==> src/rtl/descriptor_slot_allocator_assert.svh <==
// assertion macros for the descriptor slot allocator
// expects clk and rst_n in the scope of each use
`ifndef DESCRIPTOR_SLOT_ALLOCATOR_ASSERT_SVH
`define DESCRIPTOR_SLOT_ALLOCATOR_ASSERT_SVH

`define DSA_ASSERT_NEVER(lbl, cond, msg) \
    lbl: assert property (@(posedge clk) disable iff (!rst_n) !(cond)) \
        else $error(msg);

`define DSA_ASSERT_IMP(lbl, ante, cons, msg) \
    lbl: assert property (@(posedge clk) disable iff (!rst_n) (ante) |-> (cons)) \
        else $error(msg);

`define DSA_ASSERT_NXT(lbl, ante, cons, msg) \
    lbl: assert property (@(posedge clk) disable iff (!rst_n) (ante) |=> (cons)) \
        else $error(msg);

`endif

==> src/rtl/dsa_pkg.sv <==
// types, codes and constants of the descriptor slot allocator
// no dependencies
package dsa_pkg;

    localparam int MAX_SLOTS_DEF = 1024;

    localparam int HEAP_W     = 11;
    localparam int STRIDE_W   = 13;
    localparam int ADDR_W     = 64;
    localparam int IDX_W      = 10;
    localparam int CFG_IDX_W  = 3;
    localparam int CFG_DATA_W = 64;

    localparam logic [STRIDE_W-1:0] STRIDE_RST = 13'd32;

    localparam logic [CFG_IDX_W-1:0] REG_HEAP_SLOTS     = 3'd0;
    localparam logic [CFG_IDX_W-1:0] REG_SLOT_STRIDE    = 3'd1;
    localparam logic [CFG_IDX_W-1:0] REG_CPU_BASE_ADDR  = 3'd2;
    localparam logic [CFG_IDX_W-1:0] REG_GPU_BASE_ADDR  = 3'd3;
    localparam logic [CFG_IDX_W-1:0] REG_SHADER_VISIBLE = 3'd4;

    localparam logic CMD_ALLOC = 1'b0;
    localparam logic CMD_FREE  = 1'b1;

    typedef enum logic [2:0] {
        ST_OK          = 3'd0,
        ST_HEAP_FULL   = 3'd1,
        ST_RANGE       = 3'd2,
        ST_INVALID     = 3'd3,
        ST_STACK_FULL  = 3'd4
    } status_t;

    typedef struct packed {
        logic [HEAP_W-1:0]   heap_slots;
        logic [STRIDE_W-1:0] slot_stride;
        logic [ADDR_W-1:0]   cpu_base_addr;
        logic [ADDR_W-1:0]   gpu_base_addr;
        logic                shader_visible;
    } cfg_t;

    typedef enum logic [8:0] {
        S_IDLE = 9'b000000001,
        S_POP  = 9'b000000010,
        S_CHK  = 9'b000000100,
        S_ADD  = 9'b000001000,
        S_SUB  = 9'b000010000,
        S_RNG  = 9'b000100000,
        S_DIV  = 9'b001000000,
        S_PUSH = 9'b010000000,
        S_DONE = 9'b100000000
    } state_t;

endpackage

==> src/rtl/dsa_div.sv <==
// restoring divider, one quotient bit per cycle
// depends on dsa_pkg; dividend must be below divisor * 2**LW
module dsa_div import dsa_pkg::*;
#(
    parameter int LW = 10,
    parameter int DW = 24
)
(
    input  logic                clk,
    input  logic                rst_n,
    input  logic                start,
    input  logic [DW-1:0]       dividend,
    input  logic [STRIDE_W-1:0] divisor,
    output logic                done,
    output logic [LW-1:0]       quotient
);

    localparam int CNW = (LW > 1) ? $clog2(LW) : 1;

    logic [DW-1:0]  rem_reg, rem_next;
    logic [DW-1:0]  dsr_reg, dsr_next;
    logic [LW-1:0]  q_reg, q_next;
    logic [CNW-1:0] cnt_reg, cnt_next;
    logic           busy_reg, busy_next;
    logic           done_reg, done_next;
    logic           ge;

    assign ge = (rem_reg >= dsr_reg);

    always_comb
    begin
        rem_next  = rem_reg;
        dsr_next  = dsr_reg;
        q_next    = q_reg;
        cnt_next  = cnt_reg;
        busy_next = busy_reg;
        done_next = 1'b0;
        if (start)
        begin
            rem_next  = dividend;
            dsr_next  = DW'(divisor) << (LW - 1);
            q_next    = '0;
            cnt_next  = CNW'(LW - 1);
            busy_next = 1'b1;
        end
        else if (busy_reg)
        begin
            if (ge)
                rem_next = rem_reg - dsr_reg;
            q_next   = LW'({q_reg, ge});
            dsr_next = dsr_reg >> 1;
            cnt_next = cnt_reg - CNW'(1);
            if (cnt_reg == '0)
            begin
                busy_next = 1'b0;
                done_next = 1'b1;
            end
        end
    end

    always_ff @(posedge clk or negedge rst_n)
    begin
        if (!rst_n)
        begin
            busy_reg <= 1'b0;
            done_reg <= 1'b0;
            cnt_reg  <= '0;
        end
        else
        begin
            busy_reg <= busy_next;
            done_reg <= done_next;
            cnt_reg  <= cnt_next;
        end
    end

    always_ff @(posedge clk)
    begin
        rem_reg <= rem_next;
        dsr_reg <= dsr_next;
        q_reg   <= q_next;
    end

    assign done     = done_reg;
    assign quotient = q_reg;

endmodule
==> config.mk <==
export PLATFORM = sky130hd
export DESIGN_NAME = dsa_div
export DESIGN_NICKNAME = d
export VERILOG_FILES = /design/src/rtl/descriptor_slot_allocator_assert.svh /design/src/rtl/dsa_pkg.sv /design/src/rtl/dsa_div.sv
export SDC_FILE = /design/constraint.sdc
export NUM_CORES = 1
export LEC_CHECK = 0
export ABC_AREA = 1
export BUFFER_PORTS_ARGS = -buffer_cell sky130_fd_sc_hd__buf_4
export CORE_ASPECT_RATIO = 1.4
export CORE_MARGIN = 1.5
export CORE_UTILIZATION = 50
export CTS_CLUSTER_SIZE = 12
export DETAILED_ROUTE_END_ITERATION = 8
export PLACE_DENSITY = 0.7
export RECOVER_POWER = 25
export SLEW_MARGIN = 10
export SYNTH_ARGS = -nofsm -noshare
export SYNTH_HDL_FRONTEND = slang
export SYNTH_SLANG_ARGS = --single-unit
export TNS_END_PERCENT = 5
==> constraint.sdc <==
create_clock -name clk -period 7 [get_ports clk]
set_clock_uncertainty 0.1 [all_clocks]
set_input_delay 1.05 -clock clk [delete_from_list [all_inputs] [get_ports clk]]
set_output_delay 1.05 -clock clk [all_outputs]
set_load 0.01 [all_outputs]
==> flow_summary.ini <==
[pwr]
total_power_density_per_cell_area_nw_per_um2 = 414
p_leak_nw = 2.53
ir_drop_mv = 0.193

[grt]
number_of_antenna_violations_at_the_first_check_in_global_routing = 0
grt_usage_pct = 25.4
globalRoute.totalOverflow = 0
grt_max_degree = 46
grt_first_pass_wirelength_um = 17400
number_of_global_route_vias_before_repair = 3972

[clock_network]
numCtsBuffers = 9
insertion_delay_ns = 0.34
htree_num_levels = 3
tritoncts = done
clk_root_buffer_cell = clkbuf_16
post_cts_resized = 0
clk_pin_slew_ns = 0.06
cts-hold-fix-buffers = 0
clock_path_buffers = 2
postcts_setup_bufs = 0
clock_sinks = 62

[route]
detail_route.drc_violations = 0
detailedRoute.firstIterationViolations = 173
detail-route-antenna-nets = 0
drtPass1Iterations = 4
dr_total_vias = 3892
vias_per_cell = 5.05
wirelength_um = 10600
routedWlPerCell_um = 13.7

[status]
violated_checks = capacitance limit, slew limit
run_status = finished with violations

[worst_setup_path]
critical_path_peak_fanout = 45
worstSetupStartpointType = input pin
criticalPathCategory = in -> reg
cp.arrival_ns = 3.74
setup.worst_path.end_class = flop
timing.critical_path.required_ns = 6.94

[yosys]
gate_count_post_synth = 612
total_nets_after_synthesis = 677
yosys-top-cells-count = 233 x nand2_1, 112 x inv_1, 37 x edfxtp_1, 35 x nand3_1, 34 x nor2_1
synth_ff_type = edfxtp_1
synth_top_area_cell = edfxtp_1
synth_most_common_cell = nand2_1
ys_async_sr_fraction_pct = 9.68
netlist.area_leader.share_pct = 26.3
netlist-cell-type-count = 32
number_of_flops_mapped_to_enable_cells_by_yosys = 37
synth.area.top_cells = edfxtp_1 26%, nand2_1 21%, inv_1 10%, dfxtp_1 9.0%, ha_1 7.1%
netlist_area_um2 = 4220
post_synth.cell_area_avg_um2 = 6.90
synth.yosys.seq_area_share_pct = 38.9
yosys_warnings = 0
synth.ff_latch_count = 62

[layout]
layout.core_utilization_pct = 60.6
n_antenna_cell = 0
largest_register_ff_count = 24
multi_input_gate_area_in_the_final_layout_um2 = 2100
layout.area.seq_um2 = 1640
layoutNonFillerInstCount = 770
areaGrowthSynthToFinish_pct = 17.6
finalNetCount = 728
finalInstanceArea_um2 = 4970
number_of_fill_cells_in_the_layout = 790
drive_above_1_share_pct = 11.1

[timing]
final_hold_viol_count = 0
setup-violations-final = 0
fmax_mhz = 263
tightestPinTransition_ns = 1.94
slew_violations = 46
final_min_period_over_clock_period_pct = 54.4
grt_setup_unrepaired = false
finalWorstPathRequiredPeriod_ns = 3.81
relSlewSlack_pct = -29.5
setup_total_negative_slack_ns = 0

[die]
ios = 51
initial_core_utilization_pct = 51.5
dieArea_um2 = 9010
die_h_um = 112
area_of_the_core_um2 = 8200
rows = 39
die-width_um = 80.7

[placed_design]
place.detailed.instances = 754
detailed_place_hpwl_um = 7920
routabilityCongestion = 0.953
detailed_place.area_um2 = 4690
portBuffers = 50

[run]
maxCapViolations = 1

[hold_path]
path_class_of_the_lowest_slack_min_delay_path = reg -> reg
==> worst max-delay path, stage by stage <==
cell and delay, ns:
clkbuf_1 1.37, nor2_1 0.25, inv_1 0.84, o21ai_0 0.23
==> worst paths after layout <==
path,end,slack [ns],startpoint,cells after the start
max,dsr_reg[10]$_DFFE_PP_,3.19,start,4
min,quotient[9]$_SDFFE_PP0P_,0.38,quotient[9]$_SDFFE_PP0P_,2
max reg2reg,rem_reg[3]$_DFFE_PP_,3.95,rem_reg[0]$_DFFE_PP_,13
min reg2reg,quotient[9]$_SDFFE_PP0P_,0.38,quotient[9]$_SDFFE_PP0P_,2
max in group asynchronous,cnt_reg[1]$_DFFE_PN0P_,6.06,rst_n,1
min in group asynchronous,busy_reg$_DFF_PN0_,0.49,rst_n,1
==> kinds of logic after synthesis <==
logic type	Yosys count	synth area share, %
xor+xnor	1	0.207
buf+inv	126	11.3
flops	62	38.9
fa+ha+maj	25	7.59
simple gates	346	35.3
compound gates	52	6.79
==> where the power goes <==
group,switching [W],leakage [nW],internal [W],total (W)
clock network,0.000170,0.161,0.000305,0.000475
registers,0.0000352,0.623,0.000505,0.000540
logic,0.000679,1.75,0.000360,0.00104
==> layout by cell type, fill, tap and decap left out, types with 3 or more instances in the layout <==
cell type	instances
nand4_1	7
inv_1	112
o22ai_1	16
edfxtp_1	37
clkbuf_1	14
a21oi_1	11
inv_2	3
nand3b_1	8
buf_4	37
o21ai_0	23
nand3_1	35
nor3_1	3
clkbuf_16	12
nand2_2	6
dfxtp_1	19
nor2_1	34
or2_1	6
dfrtp_1	6
nor2_2	3
nand2_1	233
ha_1	24
==> per-layer routing <==
layer | routed length [µm] | track usage (%)
met4 | 421 | 13.1
met5 | 0 | 0
met1 | 4210 | 27.1
met3 | 359 | 3.85
met2 | 5560 | 46.6
==> through the flow <==
step	total power (W)	setup slack [ns]	hold WS (ns)
after floorplan	0.00133	4.39	0.332
after global placement	0.00157	3.99	0.349
after detailed placement	0.00158	3.93	0.378
after CTS	0.00207	3.91	0.390
after global routing	0.00224	2.95	0.414
final	0.00205	3.19	0.380
==> cell type report <==
cell class / count / area share [%]
Clock buffer: 12 / 6.05
Clock inverter: 4 / 0.630
Inverter: 115 / 8.69
Multi-Input combinational cell: 424 / 42.4
Sequential cell: 62 / 33.0
Tap cell: 102 / 2.57
Timing Repair Buffer: 51 / 6.65
Note: power is estimated with default switching activity, not from simulation.
