==> src/rtl/descriptor_slot_allocator_assert.svh <==
// assertion macros for the descriptor slot allocator
// expects clk and rst_n in the scope of each use
`ifndef DESCRIPTOR_SLOT_ALLOCATOR_ASSERT_SVH
`define DESCRIPTOR_SLOT_ALLOCATOR_ASSERT_SVH

`define DSA_ASSERT_NEVER(lbl, cond, msg) \
    lbl: assert property (@(posedge clk) disable iff (!rst_n) !(cond)) \
        else $error(msg);

`define DSA_ASSERT_IMP(lbl, ante, cons, msg) \
    lbl: assert property (@(posedge clk) disable iff (!rst_n) (ante) |-> (cons)) \
        else $error(msg);

`define DSA_ASSERT_NXT(lbl, ante, cons, msg) \
    lbl: assert property (@(posedge clk) disable iff (!rst_n) (ante) |=> (cons)) \
        else $error(msg);

`endif

==> src/rtl/dsa_pkg.sv <==
// types, codes and constants of the descriptor slot allocator
// no dependencies
package dsa_pkg;

    localparam int MAX_SLOTS_DEF = 1024;

    localparam int HEAP_W     = 11;
    localparam int STRIDE_W   = 13;
    localparam int ADDR_W     = 64;
    localparam int IDX_W      = 10;
    localparam int CFG_IDX_W  = 3;
    localparam int CFG_DATA_W = 64;

    localparam logic [STRIDE_W-1:0] STRIDE_RST = 13'd32;

    localparam logic [CFG_IDX_W-1:0] REG_HEAP_SLOTS     = 3'd0;
    localparam logic [CFG_IDX_W-1:0] REG_SLOT_STRIDE    = 3'd1;
    localparam logic [CFG_IDX_W-1:0] REG_CPU_BASE_ADDR  = 3'd2;
    localparam logic [CFG_IDX_W-1:0] REG_GPU_BASE_ADDR  = 3'd3;
    localparam logic [CFG_IDX_W-1:0] REG_SHADER_VISIBLE = 3'd4;

    localparam logic CMD_ALLOC = 1'b0;
    localparam logic CMD_FREE  = 1'b1;

    typedef enum logic [2:0] {
        ST_OK          = 3'd0,
        ST_HEAP_FULL   = 3'd1,
        ST_RANGE       = 3'd2,
        ST_INVALID     = 3'd3,
        ST_STACK_FULL  = 3'd4
    } status_t;

    typedef struct packed {
        logic [HEAP_W-1:0]   heap_slots;
        logic [STRIDE_W-1:0] slot_stride;
        logic [ADDR_W-1:0]   cpu_base_addr;
        logic [ADDR_W-1:0]   gpu_base_addr;
        logic                shader_visible;
    } cfg_t;

    typedef enum logic [8:0] {
        S_IDLE = 9'b000000001,
        S_POP  = 9'b000000010,
        S_CHK  = 9'b000000100,
        S_ADD  = 9'b000001000,
        S_SUB  = 9'b000010000,
        S_RNG  = 9'b000100000,
        S_DIV  = 9'b001000000,
        S_PUSH = 9'b010000000,
        S_DONE = 9'b100000000
    } state_t;

endpackage

==> src/rtl/dsa_cfg.sv <==
// configuration registers of the descriptor slot allocator
// depends on dsa_pkg
module dsa_cfg import dsa_pkg::*;
(
    input  logic                  clk,
    input  logic                  rst_n,
    input  logic                  we,
    input  logic [CFG_IDX_W-1:0]  addr,
    input  logic [CFG_DATA_W-1:0] wdata,
    output cfg_t                  cfg
);

    logic [HEAP_W-1:0]   heap_reg;
    logic [STRIDE_W-1:0] stride_reg;
    logic [ADDR_W-1:0]   cpu_base_reg;
    logic [ADDR_W-1:0]   gpu_base_reg;
    logic                vis_reg;

    always_ff @(posedge clk or negedge rst_n)
    begin
        if (!rst_n)
        begin
            heap_reg     <= '0;
            stride_reg   <= STRIDE_RST;
            cpu_base_reg <= '0;
            gpu_base_reg <= '0;
            vis_reg      <= 1'b0;
        end
        else if (we)
        begin
            case (addr)
                REG_HEAP_SLOTS:     heap_reg     <= wdata[HEAP_W-1:0];
                REG_SLOT_STRIDE:    stride_reg   <= wdata[STRIDE_W-1:0];
                REG_CPU_BASE_ADDR:  cpu_base_reg <= wdata[ADDR_W-1:0];
                REG_GPU_BASE_ADDR:  gpu_base_reg <= wdata[ADDR_W-1:0];
                REG_SHADER_VISIBLE: vis_reg      <= wdata[0];
                default:            ;
            endcase
        end
    end

    // zero stride acts as one
    always_comb
    begin
        cfg.heap_slots     = heap_reg;
        cfg.slot_stride    = (stride_reg == '0) ? STRIDE_W'(1) : stride_reg;
        cfg.cpu_base_addr  = cpu_base_reg;
        cfg.gpu_base_addr  = gpu_base_reg;
        cfg.shader_visible = vis_reg;
    end

endmodule

==> config.mk <==
export PLATFORM = sky130hd
export DESIGN_NAME = dsa_cfg
export DESIGN_NICKNAME = d
export VERILOG_FILES = /design/src/rtl/descriptor_slot_allocator_assert.svh /design/src/rtl/dsa_pkg.sv /design/src/rtl/dsa_cfg.sv
export SDC_FILE = /design/constraint.sdc
export NUM_CORES = 1
export LEC_CHECK = 0
export BUFFER_PORTS_ARGS = -buffer_cell sky130_fd_sc_hd__buf_2
export CAP_MARGIN = 20
export CORE_MARGIN = 4
export CORE_UTILIZATION = 53
export CTS_CLUSTER_SIZE = 30
export DETAILED_ROUTE_END_ITERATION = 8
export GPL_ROUTABILITY_DRIVEN = 0
export PLACE_DENSITY = 0.81
export SETUP_SLACK_MARGIN = 0.15
export SLEW_MARGIN = 0
export SYNTH_ARGS = -nofsm -noshare
export SYNTH_HDL_FRONTEND = slang
export SYNTH_SLANG_ARGS = --single-unit
==> constraint.sdc <==
create_clock -name clk -period 2.5 [get_ports clk]
set_input_delay 0.25 -clock clk [delete_from_list [all_inputs] [get_ports clk]]
set_output_delay 0.25 -clock clk [all_outputs]
set_load 0.02 [all_outputs]
==> load_flow_metrics.sql, run 1 <==
INSERT INTO impl_metrics (metric_group, metric, value, unit) VALUES
('status', 'run_status', 'finished clean', ''),
('final_layout', 'layout.nets', '632', ''),
('logic_synthesis', 'post_synth_inst_count', '344', ''),
('logic_synthesis', 'fraction_of_the_yosys_area_taken_by_sequential_cells', '0.624', ''),
('logic_synthesis', 'synthTopCellsByArea', 'sky130_fd_sc_hd__dfrtp_1 62%, sky130_fd_sc_hd__mux2_1 17%, sky130_fd_sc_hd__mux2_4 15%', ''),
('logic_synthesis', 'synth.distinct_cells', '17', ''),
('pwr', 'p_per_area', '1020', 'nW/um^2'),
('sta', 'setup_slack', '717', 'ps'),
('final_layout', 'nFillCells', '785', ''),
('global_routing', 'grt_first_pass_wirelength', '21.9', 'mm'),
('clock_tree', 'cts_num_sinks', '153', ''),
('logic_synthesis', 'ys_ff_latch', '153', ''),
('drt', 'drt_pass1_iterations', '4', ''),
('clock_tree', 'worst_setup_hold_path_clk_slew', '60', 'ps'),
('final_layout', 'layout-area-overhead-vs-synth', '27.7', '%'),
('clock_tree', 'cts_tree', 'yes', ''),
('sta', 'post-route-period-util', '0.713', ''),
('logic_synthesis', 'syn_area_per_cell', '17.8', 'sq um'),
('worst_setup_path', 'critical-path-top-delay-family', 'flip-flops', ''),
('die', 'pin_count', '223', ''),
('worst_setup_path', 'cp_cell_sequence', 'nor4_1 -> a31o_2 -> buf_2', ''),
('drt', 'dr.first_iter.drc_count', '214', ''),
('clock_tree', 'cts_htree_levels', '4', ''),
('pwr', 'worst_ir_drop_vdd', '0.718', 'mV'),
('sta', 'max_slew_margin', '0.603', ''),
('final_layout', 'antenna-diode-count', '0', ''),
('worst_setup_path', 'crit_arrival', '1530', 'ps'),
('logic_synthesis', 'ys_dominant_reg_cell', 'sky130_fd_sc_hd__dfrtp_1', ''),
('die', 'core_area', '11400', 'sq um'),
('pwr', 'finalPower', '7.96', 'mW'),
('final_layout', 'post-route-util', '0.689', ''),
('worst_setup_path', 'worst_path_largest_cell_delay', '380', 'ps'),
('clock_tree', 'post_cts_resized', '0', ''),
('die', 'initial_utilization', '0.540', ''),
('logic_synthesis', 'fraction_of_registers_with_async_set_or_reset_after_synthesis', '1.00', ''),
('die', 'fp.dieH', '116', 'um'),
('die', 'fp.dieW', '116', 'um'),
('worst_setup_path', 'timing.critical_path.to_type', 'primary output', ''),
('sta', 'clock-skew-final', '0', 'ps'),
('logic_synthesis', 'synth.largest_area_cell', 'sky130_fd_sc_hd__dfrtp_1', ''),
('sta', 'final.min_clock_period', '1780', 'ps'),
('global_routing', 'antenna_found_initial', '0', ''),
('drt', 'number_of_remaining_drc_errors', '0', ''),
('sta', 'timing_worst_slew_pin_value', '596', 'ps'),
('drt', 'detail_route.wl_per_cell', '19.4', 'um'),
('worst_setup_path', 'path_buf_inv', '1', ''),
('final_layout', 'seqCellArea', '3830', 'sq um'),
('logic_synthesis', 'ys_warn_count', '0', ''),
('logic_synthesis', 'syn-num-nets', '414', ''),
('logic_synthesis', 'yosysMostFrequentCell', 'sky130_fd_sc_hd__dfrtp_1', ''),
('logic_synthesis', 'synth_edf_count', '0', ''),
('drt', 'wl', '13.9', 'mm'),
('logic_synthesis', 'synth.cell_area', '6140', 'sq um'),
('clock_tree', 'cts_root_buffer', 'sky130_fd_sc_hd__clkbuf_16', ''),
('global_routing', 'first_global_vias', '4156', ''),
('sta', 'drv_slew', '0', ''),
('place', 'port_buffers', '222', ''),
('sta', 'aggregate_negative_setup_slack', '0', 'ps'),
('die', 'core.rowCount', '39', ''),
('clock_tree', 'cts_buf_count', '17', ''),
('worst_setup_path', 'startpoint_type', 'flip-flop', ''),
('sta', 'setup_viol', '0', ''),
('final_layout', 'drive_above_1_share', '0.558', ''),
('clock_tree', 'clock_insertion_delay_worst_skew', '410', 'ps'),
('logic_synthesis', 'synth_largest_type_area_fraction', '0.620', ''),
('drt', 'total_number_of_vias', '3696', ''),
('global_routing', 'global_route.usage.total', '0.214', ''),
('global_routing', 'grt_start_max_net_pins', '69', ''),
('drt', 'routed_via_density', '5.15', ''),
('flow_run', 'drv.max_cap_violation_count', '0', ''),
('worst_hold_path', 'timing.hold.worst.class', 'in -> reg', '');
==> layer usage <==
layer	routed length [um]	global-route usage	up-vias
met2	6870	0.357	168
met3	1340	0.0747	17
met1	5520	0.259	1867
met5	0	0	-
li1	-	-	1644
met4	205	0.0798	0
==> where the power goes <==
group          total, mW  internal [mW]  switching, mW
Combinational       2.09          0.878           1.21
Sequential          3.35           3.03          0.321
Clock               2.52           1.58          0.942
==> layout make-up <==
cell class / instances / area share
Timing Repair Buffer: 228 / 0.153
Clock buffer: 25 / 0.0632
Clock inverter: 7 / 0.0117
Sequential cell: 153 / 0.489
Multi-Input combinational cell: 162 / 0.260
Tap cell: 143 / 0.0228
==> final timing paths <==
path	cells after the start	to	startpoint	slack [ps]
setup / recovery	3	cfg[129]	stride_reg[6]	720
hold / removal	2	gpu_base_reg[31]	wdata[31]	60
setup reg to reg	1	stride_reg[1]	stride_reg[1]	1640
hold reg to reg	1	gpu_base_reg[63]	gpu_base_reg[63]	480
max in group asynchronous	3	gpu_base_reg[46]	rst_n	1310
min in group asynchronous	2	cpu_base_reg[43]	rst_n	380
==> cell families after synthesis <==
kind of cell,count (synthesis),synth area share
flops,153,0.624
mux,153,0.317
buf+inv,29,0.0442
compound gates,1,0.00143
simple gates,8,0.0126
==> timing repair <==
action | CTS | global route
buffers inserted | 0 | 0
setup endpoints to repair | 0 | 0
hold endpoints to repair | 62 | 0
hold buffers | 1 | 0
==> placed cells by master (no fill, tap or decap), types with 2 or more instances in the layout <==
master and instances:
sky130_fd_sc_hd__mux2_1 92, sky130_fd_sc_hd__buf_2 221, sky130_fd_sc_hd__bufinv_16 2, sky130_fd_sc_hd__buf_4 2, sky130_fd_sc_hd__clkinv_2 3, sky130_fd_sc_hd__nor4_1 3, sky130_fd_sc_hd__clkbuf_1 4, sky130_fd_sc_hd__clkbuf_8 4
sky130_fd_sc_hd__dfrtp_1 152, sky130_fd_sc_hd__buf_12 3, sky130_fd_sc_hd__mux2_4 60, sky130_fd_sc_hd__clkbuf_16 17
==> per-stage QoR <==
step                      hold WS [ps]  cell area (sq um)  instances
after detailed placement           264               7240        685
after global placement             263               7240        685
final                             64.8               7840        718
after floorplan                  -45.6               6140        344
after global routing              51.5               7840        718
after CTS                         47.5               7840        718
No activity file was read; power rests on OpenSTA's default activity.
==> run 2, diff against run 1 <==
--- a/config.mk
+++ b/config.mk
@@ -5,14 +5,15 @@
 export SDC_FILE = /design/constraint.sdc
 export NUM_CORES = 1
 export LEC_CHECK = 0
+export ABC_AREA = 1
 export BUFFER_PORTS_ARGS = -buffer_cell sky130_fd_sc_hd__buf_2
 export CAP_MARGIN = 20
 export CORE_MARGIN = 4
-export CORE_UTILIZATION = 53
+export CORE_UTILIZATION = 44
 export CTS_CLUSTER_SIZE = 30
 export DETAILED_ROUTE_END_ITERATION = 8
 export GPL_ROUTABILITY_DRIVEN = 0
-export PLACE_DENSITY = 0.81
+export PLACE_DENSITY = 0.72
 export SETUP_SLACK_MARGIN = 0.15
 export SLEW_MARGIN = 0
 export SYNTH_ARGS = -nofsm -noshare
==> constraint.sdc (replaced) <==
create_clock -name clk -period 1.6 [get_ports clk]
set_input_delay 0.16 -clock clk [delete_from_list [all_inputs] [get_ports clk]]
set_output_delay 0.16 -clock clk [all_outputs]
set_load 0.02 [all_outputs]
==> run 2 against run 1 <==
Net effect:
- final cell count grew 46%
- clock-buffer cell count shrank 1
- sequential power grew 50%
- first-iteration DRC count grew 38%
- sequential share of layout area shrank 2.0 points
- combinational power grew 39%
- flip-flop and latch count is the same
- wire length grew 7.7%
- clock power grew 53%
- power grew 48%
- utilization shrank 5.4 points
- worst setup slack lost 620 ps
==> load_flow_metrics.sql, run 2 <==
INSERT INTO impl_metrics (metric_group, metric, value, unit) VALUES
('status', 'run_status', 'finished clean', ''),
('worst_setup_path', 'reg2reg_slack', '760', 'ps'),
('worst_setup_path', 'critical_path.slowest_cell', 'sky130_fd_sc_hd__dfrtp_1', ''),
('logic_synthesis', 'yosysMostFrequentCell', 'sky130_fd_sc_hd__nand2_1', ''),
('global_routing', 'antenna_found_initial', '0', ''),
('logic_synthesis', 'ys_dominant_reg_cell', 'sky130_fd_sc_hd__dfrtp_1', ''),
('worst_setup_path', 'crit_arrival', '1340', 'ps'),
('pwr', 'power.share.combinational', '0.246', ''),
('worst_hold_path', 'timing.hold.worst.class', 'in -> reg', ''),
('logic_synthesis', 'ys_warn_count', '0', ''),
('logic_synthesis', 'yosys-top-cells-count', '173 x sky130_fd_sc_hd__nand2_1, 152 x sky130_fd_sc_hd__dfrtp_1, 71 x sky130_fd_sc_hd__o21ai_1', ''),
('final_layout', 'antenna-diode-count', '0', ''),
('sta', 'setup_viol', '0', ''),
('place', 'hpwlAfterDp', '10.2', 'mm'),
('final_layout', 'drive_above_1_share', '0.318', ''),
('sta', 'finalHoldViolations', '0', ''),
('logic_synthesis', 'syn-num-nets', '680', ''),
('global_routing', 'global_route.usage.met3', '0.0500', ''),
('die', 'fp.dieH', '124', 'um'),
('worst_setup_path', 'r2r_end', 'stride_reg[1]', ''),
('pwr', 'internal_power', '8.04', 'mW'),
('worst_setup_path', 'worst_path_largest_cell_delay', '370', 'ps'),
('global_routing', 'grt_start_max_net_pins', '77', ''),
('die', 'core_area', '12900', 'sq um'),
('clock_tree', 'cts_root_buffer', 'sky130_fd_sc_hd__clkbuf_16', ''),
('clock_tree', 'cts_buf_count', '17', ''),
('drt', 'routed_via_density', '4.72', ''),
('clock_tree', 'cts_max_path_buffers', '2', ''),
('clock_tree', 'clock_insertion_delay_worst_skew', '400', 'ps'),
('logic_synthesis', 'synth.distinct_cells', '18', ''),
('final_layout', 'final_cells', '1048', ''),
('sta', 'post-route-period-util', '0.941', ''),
('final_layout', 'layout.cells.most_common', 'sky130_fd_sc_hd__buf_2', ''),
('clock_tree', 'cts_htree_levels', '4', ''),
('final_layout', 'commonest_cells_after_routing_fill_and_taps_aside', '220 x sky130_fd_sc_hd__buf_2, 172 x sky130_fd_sc_hd__nand2_1, 152 x sky130_fd_sc_hd__dfrtp_1, 71 x sky130_fd_sc_hd__o21ai_1, 67 x sky130_fd_sc_hd__inv_1', ''),
('sta', 'final.min_clock_period', '1500', 'ps'),
('drt', 'dr.first_iter.drc_count', '295', ''),
('pwr', 'power.share.clock', '0.328', ''),
('clock_tree', 'cts_num_sinks', '153', ''),
('logic_synthesis', 'synth_largest_type_area_fraction', '0.647', ''),
('die', 'core.rowCount', '41', ''),
('sta', 'fmaxAchievable', '0.665', 'GHz'),
('global_routing', 'grt_first_pass_wirelength', '24.3', 'mm'),
('pwr', 'seq_power_share', '0.426', ''),
('global_routing', 'grtUsageMet1', '0.256', ''),
('pwr', 'power_switching', '3.72', 'mW'),
('worst_setup_path', 'critPathKind', 'reg -> out', ''),
('worst_setup_path', 'rr_startpoint', 'stride_reg[1]', ''),
('pwr', 'power_leakage', '4.55', 'nW'),
('worst_setup_path', 'critical_path_peak_fanout', '2', ''),
('worst_setup_path', 'startpoint_type', 'flip-flop', ''),
('logic_synthesis', 'post_synth_inst_count', '610', ''),
('global_routing', 'gr-total-overflow', '0', ''),
('drt', 'total_number_of_vias', '4943', ''),
('pwr', 'p_per_area', '1440', 'nW/um^2'),
('sta', 'setup_slack', '95.1', 'ps'),
('place', 'port_buffers', '222', ''),
('final_layout', 'nFillCells', '1103', ''),
('clock_tree', 'worst_setup_hold_path_clk_slew', '60', 'ps'),
('worst_setup_path', 'cp_cell_sequence', 'or2_4 -> nor2_2 -> nand2_1 -> nand2_1 -> buf_6', ''),
('logic_synthesis', 'syn_area_per_cell', '9.64', 'sq um'),
('die', 'initial_utilization', '0.457', ''),
('drt', 'route.antenna.remaining_nets', '0', ''),
('sta', 'max_slew_margin', '0.693', ''),
('sta', 'timing_worst_slew_pin_value', '460', 'ps'),
('die', 'pin_count', '223', ''),
('logic_synthesis', 'fraction_of_registers_with_async_set_or_reset_after_synthesis', '1.00', ''),
('logic_synthesis', 'synthTopCellsByArea', 'sky130_fd_sc_hd__dfrtp_1 65%, sky130_fd_sc_hd__nand2_1 11%, sky130_fd_sc_hd__o21ai_1 6.0%', ''),
('global_routing', 'global_route.usage.total', '0.203', ''),
('sta', 'rsz0062_at_grt', 'true', ''),
('logic_synthesis', 'synth_edf_count', '0', ''),
('drt', 'drt_pass1_iterations', '4', ''),
('die', 'floorplan.die_area', '15300', 'sq um'),
('pwr', 'power_switching_share', '0.316', ''),
('sta', 'aggregate_negative_setup_slack', '0', 'ps'),
('logic_synthesis', 'synth.largest_area_cell', 'sky130_fd_sc_hd__dfrtp_1', ''),
('final_layout', 'post-route-util', '0.635', ''),
('sta', 'drv_slew', '0', ''),
('drt', 'wl', '15.0', 'mm'),
('worst_setup_path', 'r2r_cells', '4', ''),
('worst_setup_path', 'required', '1440', 'ps'),
('place', 'pre_cts_slack', '314', 'ps'),
('global_routing', 'busiest_layer', 'met2', ''),
('place', 'post-place-cells', '970', ''),
('worst_setup_path', 'worst_setup_path_endpoint', 'cfg[129]', ''),
('final_layout', 'layout-area-overhead-vs-synth', '38.9', '%'),
('global_routing', 'first_global_vias', '4906', ''),
('worst_setup_path', 'timing.critical_path.to_type', 'primary output', ''),
('worst_setup_path', 'critPathLaunch', 'stride_reg[1]', ''),
('flow_run', 'drv.max_cap_violation_count', '0', ''),
('die', 'fp.dieW', '124', 'um'),
('final_layout', 'layout.nets', '933', ''),
('sta', 'hold-worst-slack', '17.9', 'ps'),
('drt', 'detail_route.wl_per_cell', '14.3', 'um'),
('clock_tree', 'cts_tree', 'yes', ''),
('drt', 'number_of_remaining_drc_errors', '0', ''),
('logic_synthesis', 'ys_ff_latch', '153', ''),
('pwr', 'worst_ir_drop_vdd', '0.752', 'mV'),
('logic_synthesis', 'synth.cell_area', '5880', 'sq um'),
('logic_synthesis', 'fraction_of_the_yosys_area_taken_by_sequential_cells', '0.651', ''),
('global_routing', 'grt.met2_usage', '0.332', ''),
('sta', 'clock-skew-final', '0', 'ps'),
('worst_setup_path', 'critPathMostFrequentCell', 'sky130_fd_sc_hd__nand2_1', '');
run 2: changes by cell type after synthesis, moves of 14 or more:
cell	previous run	this run
sky130_fd_sc_hd__o21ai_0	0	65
sky130_fd_sc_hd__nand4_1	0	14
sky130_fd_sc_hd__inv_1	0	67
sky130_fd_sc_hd__mux2_1	92	0
sky130_fd_sc_hd__nand2_1	0	173
sky130_fd_sc_hd__mux2_4	60	0
sky130_fd_sc_hd__o21ai_1	0	71
sky130_fd_sc_hd__buf_2	1	19
run 2: layer usage:
metal	vias to the layer above	part of all wire
met2	159	0.50
met3	28	0.058
met4	0	0.027
li1	2423	-
met5	-	0
met1	2333	0.41
run 2: area by class of cell:
| type | instances | area [sq um] | area share |
|---|---|---|---|
| inverter | 69 | 259 | 0.0317 |
| timing repair buffer | 282 | 1770 | 0.216 |
| tap | 172 | 215 | 0.0263 |
| multi-input combinational | 340 | 1530 | 0.187 |
| clock inverter | 8 | 95.1 | 0.0116 |
| sequential | 153 | 3830 | 0.469 |
| clock buffer | 24 | 482 | 0.0589 |
run 2: worst min path at each step:
stage / start / slack, ps / end / cells past startpoint
6_report: wdata[32] / 20 / cpu_base_reg[32] / 3
5_1_grt: wdata[63] / 7 / cpu_base_reg[63] / 3
4_1_cts: wdata[14] / 0.2 / cpu_base_reg[14] / 3
3_5_place_dp: rst_n / 130 / cpu_base_reg[48] / 1
3_3_place_gp: rst_n / 130 / cpu_base_reg[48] / 1
2_1_floorplan: rst_n / -140 / cpu_base_reg[0] / 0
run 2: worst max-delay path, delay by kind of cell, from the launching register on:
family        cells  cell delay [ps]
flops             1              370
simple gates      4              450
buf+inv           1              110
run 2: what timing repair did:
action	CTS	global route
hold buffers	42	0
setup buffers	3	1
endpoints found under the hold margin	95	0
cloned	0	0
resized for setup	3	1
endpoints found under the setup margin	1	1
pin swaps	3	4
run 2: cells by family (layout without fill, tap and decap cells):
group | count (synthesis) | in the layout | synth area share
and+or+nand+nor | 200 | 200 | 0.136
buffers and inverters | 117 | 383 | 0.0917
AOI/OAI and AO/OA | 140 | 140 | 0.122
DFF | 153 | 153 | 0.651
run 2: power groups by stage:
| stage | Clock (mW) | Sequential, mW | Combinational [mW] |
|---|---|---|---|
| finish | 3.86 | 5.01 | 2.90 |
| global route | 4.12 | 5.09 | 3.17 |
| CTS | 3.97 | 5.00 | 2.92 |
| detailed placement | 0 | 5.05 | 2.81 |
| global placement | 0 | 5.05 | 2.74 |
| floorplan | 0 | 5.86 | 0.826 |
run 2: stage by stage:
step | power (mW) | cell area, sq um
floorplan | 6.69 | 5880
global placement | 7.79 | 7140
detailed placement | 7.86 | 7140
CTS | 11.9 | 8160
global route | 12.4 | 8170
finish | 11.8 | 8170
